$ cat src/hdl/toeq_pkg.sv
// Shared types and constants for the time-ordered event queue.
// No dependencies; used by toeq_cell and time_ordered_event_queue.
package toeq_pkg;

  // Operation code carried by each input item
  typedef enum logic {
    KIND_INSERT = 1'b0,
    KIND_POP    = 1'b1
  } kind_e;

  // Event type code width (fixed by the item format)
  localparam int unsigned TYPE_WIDTH = 2;

  // Per-cycle command broadcast to every cell of the chain
  typedef struct packed {
    logic insert;  // insert accepted and queue not full
    logic pop;     // pop accepted
  } ctrl_t;

endpackage

$ cat src/hdl/toeq_cell.sv
// One slot of the sorted queue: holds an entry and shifts with its neighbors.
// Depends on toeq_pkg for the command struct and type width.
module toeq_cell #(
  parameter int unsigned TIME_WIDTH = 32,
  parameter int unsigned ID_WIDTH   = 16,
  parameter bit          IS_HEAD    = 1'b0
) (
  input  logic                            clk_i,
  input  logic                            rst_ni,
  input  toeq_pkg::ctrl_t                 ctrl_i,
  input  logic [TIME_WIDTH-1:0]           new_time_i,
  input  logic [ID_WIDTH-1:0]             new_id_i,
  input  logic [toeq_pkg::TYPE_WIDTH-1:0] new_type_i,
  // left neighbor (toward the head)
  input  logic                            left_place_i,
  input  logic                            left_valid_i,
  input  logic [TIME_WIDTH-1:0]           left_time_i,
  input  logic [ID_WIDTH-1:0]             left_id_i,
  input  logic [toeq_pkg::TYPE_WIDTH-1:0] left_type_i,
  // right neighbor (toward the tail)
  input  logic                            right_valid_i,
  input  logic [TIME_WIDTH-1:0]           right_time_i,
  input  logic [ID_WIDTH-1:0]             right_id_i,
  input  logic [toeq_pkg::TYPE_WIDTH-1:0] right_type_i,
  // own state
  output logic                            place_o,
  output logic                            valid_o,
  output logic [TIME_WIDTH-1:0]           time_o,
  output logic [ID_WIDTH-1:0]             id_o,
  output logic [toeq_pkg::TYPE_WIDTH-1:0] type_o
);

  logic                            valid_q, valid_d;
  logic [TIME_WIDTH-1:0]           time_q, time_d;
  logic [ID_WIDTH-1:0]             id_q, id_d;
  logic [toeq_pkg::TYPE_WIDTH-1:0] type_q, type_d;
  logic                            later;

  // Head yields only to a strictly earlier entry; others yield on ties too
  assign later   = IS_HEAD ? (time_q > new_time_i) : (time_q >= new_time_i);
  // This slot lies at or behind the insert position
  assign place_o = !valid_q || later;

  // Next slot contents
  always_comb begin
    valid_d = valid_q;
    time_d  = time_q;
    id_d    = id_q;
    type_d  = type_q;
    if (ctrl_i.pop) begin
      valid_d = right_valid_i;
      time_d  = right_time_i;
      id_d    = right_id_i;
      type_d  = right_type_i;
    end else if (ctrl_i.insert && place_o) begin
      if (left_place_i) begin
        valid_d = left_valid_i;
        time_d  = left_time_i;
        id_d    = left_id_i;
        type_d  = left_type_i;
      end else begin
        valid_d = 1'b1;
        time_d  = new_time_i;
        id_d    = new_id_i;
        type_d  = new_type_i;
      end
    end
  end

  // Valid bit is control state
  always_ff @(posedge clk_i or negedge rst_ni) begin
    if (!rst_ni) begin
      valid_q <= 1'b0;
    end else begin
      valid_q <= valid_d;
    end
  end

  // Entry payload
  always_ff @(posedge clk_i) begin
    time_q <= time_d;
    id_q   <= id_d;
    type_q <= type_d;
  end

  assign valid_o = valid_q;
  assign time_o  = time_q;
  assign id_o    = id_q;
  assign type_o  = type_q;

endmodule

$ cat src/hdl/time_ordered_event_queue.sv
// Time-ordered event queue: a chain of DEPTH slot cells, head in cell 0.
// Depends on toeq_pkg and toeq_cell.
// The result strobe done_o is registered and rises in the cycle after start is taken.
// Throughput: one item per cycle; every cell compares its key with the new
// key in parallel and shifts with its neighbor in the same cycle.
// busy stays low; the receiver cannot stall. Reset empties the queue at once.
module time_ordered_event_queue #(
  parameter int unsigned DEPTH      = 16,
  parameter int unsigned TIME_WIDTH = 32,
  parameter int unsigned ID_WIDTH   = 16
) (
  input  logic                            clk_i,
  input  logic                            rst_ni,
  input  logic                            start,
  output logic                            busy,
  input  logic                            kind_i,
  input  logic [TIME_WIDTH-1:0]           entry_time_i,
  input  logic [ID_WIDTH-1:0]             entry_id_i,
  input  logic [toeq_pkg::TYPE_WIDTH-1:0] entry_type_i,
  output logic                            done_o,
  output logic                            popped_valid_o,
  output logic [TIME_WIDTH-1:0]           popped_time_o,
  output logic [ID_WIDTH-1:0]             popped_id_o,
  output logic [toeq_pkg::TYPE_WIDTH-1:0] popped_type_o,
  output logic                            head_valid_o,
  output logic [TIME_WIDTH-1:0]           head_time_o,
  output logic [ID_WIDTH-1:0]             head_id_o,
  output logic [toeq_pkg::TYPE_WIDTH-1:0] head_type_o,
  output logic [$clog2(DEPTH+1)-1:0]      occupancy_o,
  output logic                            overflow_o
);

  localparam int unsigned CntW = $clog2(DEPTH + 1);
  localparam int unsigned TyW  = toeq_pkg::TYPE_WIDTH;

  logic                  accept;
  logic                  is_pop;
  logic                  full;
  toeq_pkg::ctrl_t       ctrl;

  logic                  c_place [DEPTH];
  logic                  c_valid [DEPTH];
  logic [TIME_WIDTH-1:0] c_time  [DEPTH];
  logic [ID_WIDTH-1:0]   c_id    [DEPTH];
  logic [TyW-1:0]        c_type  [DEPTH];

  logic                  done_q;
  logic                  ovf_q, ovf_d;
  logic [CntW-1:0]       cnt_q, cnt_d;
  logic                  pop_v_q, pop_v_d;
  logic [TIME_WIDTH-1:0] pop_time_q, pop_time_d;
  logic [ID_WIDTH-1:0]   pop_id_q, pop_id_d;
  logic [TyW-1:0]        pop_type_q, pop_type_d;

  // Command decode
  assign busy        = 1'b0;
  assign accept      = start && !busy;
  assign is_pop      = (kind_i == toeq_pkg::KIND_POP);
  assign full        = c_valid[DEPTH-1];
  assign ctrl.insert = accept && !is_pop && !full;
  assign ctrl.pop    = accept && is_pop;

  // Cell chain
  for (genvar i = 0; i < DEPTH; i++) begin : g_cell
    logic                  l_place, l_valid, r_valid;
    logic [TIME_WIDTH-1:0] l_time, r_time;
    logic [ID_WIDTH-1:0]   l_id, r_id;
    logic [TyW-1:0]        l_type, r_type;

    if (i == 0) begin : g_first
      assign l_place = 1'b0;
      assign l_valid = 1'b0;
      assign l_time  = '0;
      assign l_id    = '0;
      assign l_type  = '0;
    end else begin : g_left
      assign l_place = c_place[i-1];
      assign l_valid = c_valid[i-1];
      assign l_time  = c_time[i-1];
      assign l_id    = c_id[i-1];
      assign l_type  = c_type[i-1];
    end

    if (i == DEPTH - 1) begin : g_last
      assign r_valid = 1'b0;
      assign r_time  = '0;
      assign r_id    = '0;
      assign r_type  = '0;
    end else begin : g_right
      assign r_valid = c_valid[i+1];
      assign r_time  = c_time[i+1];
      assign r_id    = c_id[i+1];
      assign r_type  = c_type[i+1];
    end

    toeq_cell #(
      .TIME_WIDTH (TIME_WIDTH),
      .ID_WIDTH   (ID_WIDTH),
      .IS_HEAD    (i == 0)
    ) u_cell (
      .clk_i         (clk_i),
      .rst_ni        (rst_ni),
      .ctrl_i        (ctrl),
      .new_time_i    (entry_time_i),
      .new_id_i      (entry_id_i),
      .new_type_i    (entry_type_i),
      .left_place_i  (l_place),
      .left_valid_i  (l_valid),
      .left_time_i   (l_time),
      .left_id_i     (l_id),
      .left_type_i   (l_type),
      .right_valid_i (r_valid),
      .right_time_i  (r_time),
      .right_id_i    (r_id),
      .right_type_i  (r_type),
      .place_o       (c_place[i]),
      .valid_o       (c_valid[i]),
      .time_o        (c_time[i]),
      .id_o          (c_id[i]),
      .type_o        (c_type[i])
    );
  end

  // Occupancy, overflow and popped item for the result
  always_comb begin
    cnt_d      = cnt_q;
    ovf_d      = ovf_q;
    pop_v_d    = pop_v_q;
    pop_time_d = pop_time_q;
    pop_id_d   = pop_id_q;
    pop_type_d = pop_type_q;
    if (accept) begin
      ovf_d      = !is_pop && full;
      pop_v_d    = is_pop && c_valid[0];
      pop_time_d = '0;
      pop_id_d   = '0;
      pop_type_d = '0;
      if (ctrl.insert) begin
        cnt_d = cnt_q + CntW'(1);
      end else if (pop_v_d) begin
        cnt_d      = cnt_q - CntW'(1);
        pop_time_d = c_time[0];
        pop_id_d   = c_id[0];
        pop_type_d = c_type[0];
      end
    end
  end

  always_ff @(posedge clk_i or negedge rst_ni) begin
    if (!rst_ni) begin
      done_q  <= 1'b0;
      cnt_q   <= '0;
      ovf_q   <= 1'b0;
      pop_v_q <= 1'b0;
    end else begin
      done_q  <= accept;
      cnt_q   <= cnt_d;
      ovf_q   <= ovf_d;
      pop_v_q <= pop_v_d;
    end
  end

  always_ff @(posedge clk_i) begin
    pop_time_q <= pop_time_d;
    pop_id_q   <= pop_id_d;
    pop_type_q <= pop_type_d;
  end

  // Result ports; head reads the chain directly, zero when empty
  assign done_o         = done_q;
  assign popped_valid_o = pop_v_q;
  assign popped_time_o  = pop_time_q;
  assign popped_id_o    = pop_id_q;
  assign popped_type_o  = pop_type_q;
  assign head_valid_o   = c_valid[0];
  assign head_time_o    = c_valid[0] ? c_time[0] : '0;
  assign head_id_o      = c_valid[0] ? c_id[0] : '0;
  assign head_type_o    = c_valid[0] ? c_type[0] : '0;
  assign occupancy_o    = cnt_q;
  assign overflow_o     = ovf_q;

endmodule

$ cat config.mk
export PLATFORM = sky130hd
export DESIGN_NAME = time_ordered_event_queue
export DESIGN_NICKNAME = d
export VERILOG_FILES = /design/src/hdl/toeq_pkg.sv /design/src/hdl/toeq_cell.sv /design/src/hdl/time_ordered_event_queue.sv
export SDC_FILE = /design/constraint.sdc
export NUM_CORES = 2
export LEC_CHECK = 0
export BUFFER_PORTS_ARGS = -buffer_cell sky130_fd_sc_hd__clkbuf_2
export CAP_MARGIN = 20
export CORE_ASPECT_RATIO = 0.6
export CORE_MARGIN = 3
export CORE_UTILIZATION = 31
export CTS_CLUSTER_SIZE = 14
export DETAILED_ROUTE_END_ITERATION = 7
export HOLD_SLACK_MARGIN = 0.1
export RECOVER_POWER = 25
export SETUP_SLACK_MARGIN = 0.15
export SKIP_LAST_GASP = 1
export SLEW_MARGIN = 20
export SYNTH_ARGS = -nofsm -noshare
export SYNTH_HDL_FRONTEND = slang
export SYNTH_HIERARCHICAL = 1
export SYNTH_SLANG_ARGS = --single-unit
$ cat constraint.sdc
create_clock -name clk_i -period 6.8 [get_ports clk_i]
set_input_delay 1.36 -clock clk_i [delete_from_list [all_inputs] [get_ports clk_i]]
set_output_delay 1.36 -clock clk_i [all_outputs]
set_load 0.05 [all_outputs]
# Word-level counts from Yosys, hierarchy flattened
# Cells that the tools add are included.
[totals]
register_bits = 874
input_bits = 54
output_inout_bits = 110
wordCells = 350
[classes]
addsub = 2
order_cmp = 16
mux = 187
n_bitwise = 1
n_reduce_logical = 73
[ops]
columns = ["cell", "n"]
rows = [
  ["32-bit two-way mux", 46],
  ["16-bit two-way mux", 46],
  ["32-bit greater-or-equal comparator", 15],
  ["2-bit two-way mux", 46],
  ["1-bit two-way mux", 47],
  ["2-bit nonzero test", 17],
  ["32-bit > comparator", 1],
  ["1-bit logical AND", 21],
  ["1-bit logical NOT", 17],
  ["1-bit logical OR", 16],
  ["5-bit two-way mux", 2],
  ["5-bit by 1-bit adder with 5-bit output, second input constant", 1],
  ["5-bit by 1-bit subtractor with 5-bit output, second input constant", 1],
  ["2-bit AND reduction", 1],
  ["2-bit OR reduction", 1],
  ["1-bit NOT", 1],
]

# Longest topological paths before layout
[depth]
word_depth = 6
ltp_mapped = 13
ltp_nobuf = 12

# Modules after synthesis
# Netlist, hierarchy kept.
[by_module_without_submodules]
columns = ["module", "n_inst", "cells_per_inst", "area_each_um2", "seq_area_each_um2"]
rows = [
  ["toeq_cell (g_cell[10].u_cell ...)", 14, 344, 3404.5, 1526.5],
  ["toeq_cell (g_cell[0].u_cell)", 1, 350, 3445.8, 1526.5],
  ["toeq_cell (g_cell[9].u_cell)", 1, 345, 3403.3, 1526.5],
  ["time_ordered_event_queue", 1, 210, 2687.6, 1701.6],
]

# Worst setup path after synthesis
# OpenSTA, ideal clock, no wires.
[synth_timing]
kind = "input port to flip-flop"
startpoint = "input port kind_i"
endpoint = "register g_cell[10].u_cell.id_q[0], enable pin"
setup_time_ps = 406
arrival_time_ps = 4941
required_time_ps = 6394
path_slack_ps = 1453
path_stages = 5
n_path_buf = 3
cell_sequence = "clkbuf_1 > and2_1 > buf_2 > clkbuf_1 > a21o_1"
[synth_rtl]
columns = ["element", "line", "text"]
rows = [
  ["from (decl)", "time_ordered_event_queue.sv:16", "input logic kind_i,"],
  ["to (signal assigned)", "toeq_cell.sv:82", "id_q <= id_d;"],
  ["to (decl)", "toeq_cell.sv:35", "logic [ID_WIDTH-1:0] id_q, id_d;"],
]

# Worst setup path in the final report
[layout_timing]
startpoint = "register g_cell[0].u_cell.valid_q"
endpoint = "output port head_type_o[0] (netlist bit)"
[layout_between]
elab_chain_len = 1
[layout_lines]
columns = ["element", "line", "text"]
rows = [
  ["from (decl)", "toeq_cell.sv:33", "logic valid_q, valid_d;"],
  ["from (signal assigned)", "toeq_cell.sv:75", "valid_q <= valid_d;"],
  ["2-bit two-way mux", "time_ordered_event_queue.sv:178", "assign head_type_o = c_valid[0] ? c_type[0] : '0;"],
  ["to (decl)", "time_ordered_event_queue.sv:28", "output logic [toeq_pkg::TYPE_WIDTH-1:0] head_type_o,"],
]
# No other way between the ends.

==> flow_metrics.tcl <==
set metrics [dict create \
    fmax_ghz 0.1794 \
    whs_endpoint "g_cell[14].u_cell/id_o[7]$_DFFE_PP_" \
    rsz0062_at_grt "no" \
    path_max_fanout 103 \
    crit_arrival_ns 4.21 \
    reg2reg_from "g_cell[15].u_cell/valid_o$_DFFE_PN0P_" \
    overflow 0 \
    synth-seq-area-share_pct 45.67 \
    violations "max-capacitance violations, max-slew violations" \
    period_minus_slack_ns 5.574 \
    fillers 18191 \
    setup-violations-final 0 \
    power_density_nw_per_um2 321.7 \
    area_growth_pct 11.49 \
    slew_viol_final 314 \
    slew_headroom_pct -114.4 \
    reg2reg_depth 4 \
    clk_pin_slew_ns 0.07 \
    min_path_type "reg2reg" \
    grt_pass1_wl_um 247200 \
    htreeDepth 3 \
    vias_per_cell 5.108 \
    synth_seq_cells 874 \
    dp_worst_setup_slack_ns 1.168 \
    path_class "reg2out" \
    tritoncts "yes" \
    total_power_mw 20.52 \
    synth_edf_count 850 \
    final_common_cell "nand2_1" \
    cp-end-kind "output port" \
    rrSetupSlack_ns 2.25 \
    ios 164 \
    synthFlopType "edfxtp_1" \
    finalCritPeriodShare_pct 81.97 \
    postCtsHoldBufs 0 \
    final_cell_mix "nand2_1 (991), o21ai_0 (896), edfxtp_1 (850), mux2i_1 (801), inv_1 (566)" \
    tightest_slew_ns 3.216 \
    skew_ns 0.02415 \
    synth.distinct_cells 55 \
    rows 121 \
    avgSynthCellArea_um2 9.998 \
    p_leak_nw 28.29 \
    peakVddDrop_uv 209.8 \
    worstPathRequired_ns 5.44 \
    worstSkewPairLatency_ns 0.71 \
    drc_errors 0 \
    startpoint_type "flip-flop" \
    cap_violations 6 \
    clk_path_buf_depth 3 \
    drive_gt1_share_pct 5.861 \
    hold_depth 2 \
    dp_hpwl_um 120500 \
    finalHoldViolCount 0 \
    routed_wl_um 161800 \
    post_drt_wl_per_cell_um 19.26 \
    grt.total_usage_pct 16.39 \
    cts_sinks 874 \
    holdCritStartpoint "g_cell[15].u_cell/id_o[7]$_DFFE_PP_" \
    clockRootBuffer "clkbuf_16" \
    grt_pass1_vias 40131 \
    setup_tns_ns 0 \
    status "finished, violations left" \
    yosys_warnings 6 \
    num_vias 42912 \
    netlist_instances 5721 \
    gp_congestion 0.8572 \
    synthesis.area_um2 57200 \
    nNetsFinal 6434 \
    r2r-end "g_cell[15].u_cell/time_o[11]$_DFFE_PP_" \
    io_buffer_count 162 \
    grt_max_degree 250 \
    start_util_pct 31.35 \
    antenna_found_initial 3 \
    fp.dieW_um 560.6 \
    setup_ws_ns 1.226 \
    drtAntennaViolNets 0 \
    coreArea_um2 182400 \
    postCtsSetupRepairBufs 0 \
    die_area_um2 189900 \
    numCtsBuffers 88 \
    die_h_um 338.7 \
    drtPass1Iterations 8 \
    cts_resized 0 \
    synthArstFlopShare_pct 2.746 \
    drtIter0Drc 5102 \
]
-- area by class of cell --
class / instances / area, µm² / share of cell area, %
Multi-Input combinational cell: 4096 / 28230 / 44.27
Sequential cell: 874 / 26130 / 40.97
Tap cell: 2460 / 3078 / 4.827
Clock buffer: 125 / 2454 / 3.848
Inverter: 566 / 2125 / 3.332
Timing Repair Buffer: 238 / 1405 / 2.203
Clock inverter: 39 / 345.3 / 0.5415
Antenna cell: 3 / 7.507 / 0.01177
-- Yosys cell counts, drive strengths merged (24+ instances only) --
cell	count	area share (%)
buf	96	0.81
and3	51	0.57
inv	566	3.7
nand2b	48	0.72
nand4	67	0.73
mux2i	801	14
nand2	991	6.5
a221oi	31	0.47
dfrtp	24	1.0
a21oi	223	2.0
ha	515	11
nand3	34	0.31
clkbuf	193	1.3
and2	51	0.56
o21ai	898	7.9
edfxtp	850	45
nor2	70	0.46
a211oi	32	0.42
-- worst max-delay path by stage --
stage	slack, ns	startpoint	cells after the start	endpoint
after CTS	1.92	entry_time_i[27]	11	g_cell[1].u_cell/id_o[5]$_DFFE_PP_
after detailed placement	1.17	entry_time_i[27]	11	g_cell[1].u_cell/id_o[12]$_DFFE_PP_
after floorplan	1.45	kind_i	5	g_cell[10].u_cell/id_o[0]$_DFFE_PP_
after global routing	0.80	g_cell[0].u_cell/valid_o$_DFFE_PN0P_	3	head_type_o[0]
after global placement	1.14	entry_time_i[27]	11	g_cell[1].u_cell/id_o[12]$_DFFE_PP_
final	1.23	g_cell[0].u_cell/valid_o$_DFFE_PN0P_	3	head_type_o[0]
-- metal layers --
metal / vias up / share of wire [%] / wire length, µm / track usage [%]
li1: 20735 / - / - / -
met1: 20202 / 55 / 88720 / 28.88
met2: 1815 / 34 / 55810 / 19.51
met3: 160 / 9.1 / 14800 / 3.016
met4: 0 / 1.5 / 2451 / 2.724
met5: - / 0 / 0 / 0
-- power by group --
part           internal [mW]  switching, mW  leakage (nW)
clock network           2.68           2.21          1.35
logic                   2.74           4.27          18.5
registers               7.55           1.06          8.47
-- per-stage QoR --
stage / util [%] / std cells / instance area (µm²) / hold WS, ns
after global routing: 34.95 / 8400 / 63770 / 0.5688
after detailed placement: 33.48 / 8234 / 61090 / 0.5102
after global placement: 33.48 / 8234 / 61070 / 0.5050
after floorplan: - / 5825 / 57590 / 0.4963
final: 34.96 / 8401 / 63770 / 0.5069
after CTS: 35.02 / 8398 / 63890 / 0.5162
-- cells by family after synthesis --
logic type               Yosys count  synth area share, %
adder cells (fa/ha/maj)          516                11.30
multiplexers                     803                14.07
buffers and inverters            855                5.792
other                              1             0.006556
AND/OR/NAND/NOR                 1397                11.01
AO/OA/AOI/OAI                   1273                12.12
flip-flops                       874                45.67
XOR/XNOR                           2              0.03063
-- worst max-delay path, stage by stage, from the launching register on --
cell and delay (ns):
dfrtp_2 0.46, clkbuf_1 2.29, and2_1 0.41, clkbuf_2 0.30
-- flip-flops by register name (all words and copies together), names as in the netlist --
| register | count |
|---|---|
| occupancy_o | 5 |
| popped_id_o | 16 |
| done_o | 1 |
| popped_valid_o | 1 |
| g_cell.u_cell/time_o | 512 |
| g_cell.u_cell/valid_o | 16 |
| overflow_o | 1 |
| g_cell.u_cell/id_o | 256 |
| popped_time_o | 32 |
| g_cell.u_cell/type_o | 32 |
| popped_type_o | 2 |
Power figures use the tool's default switching activity.
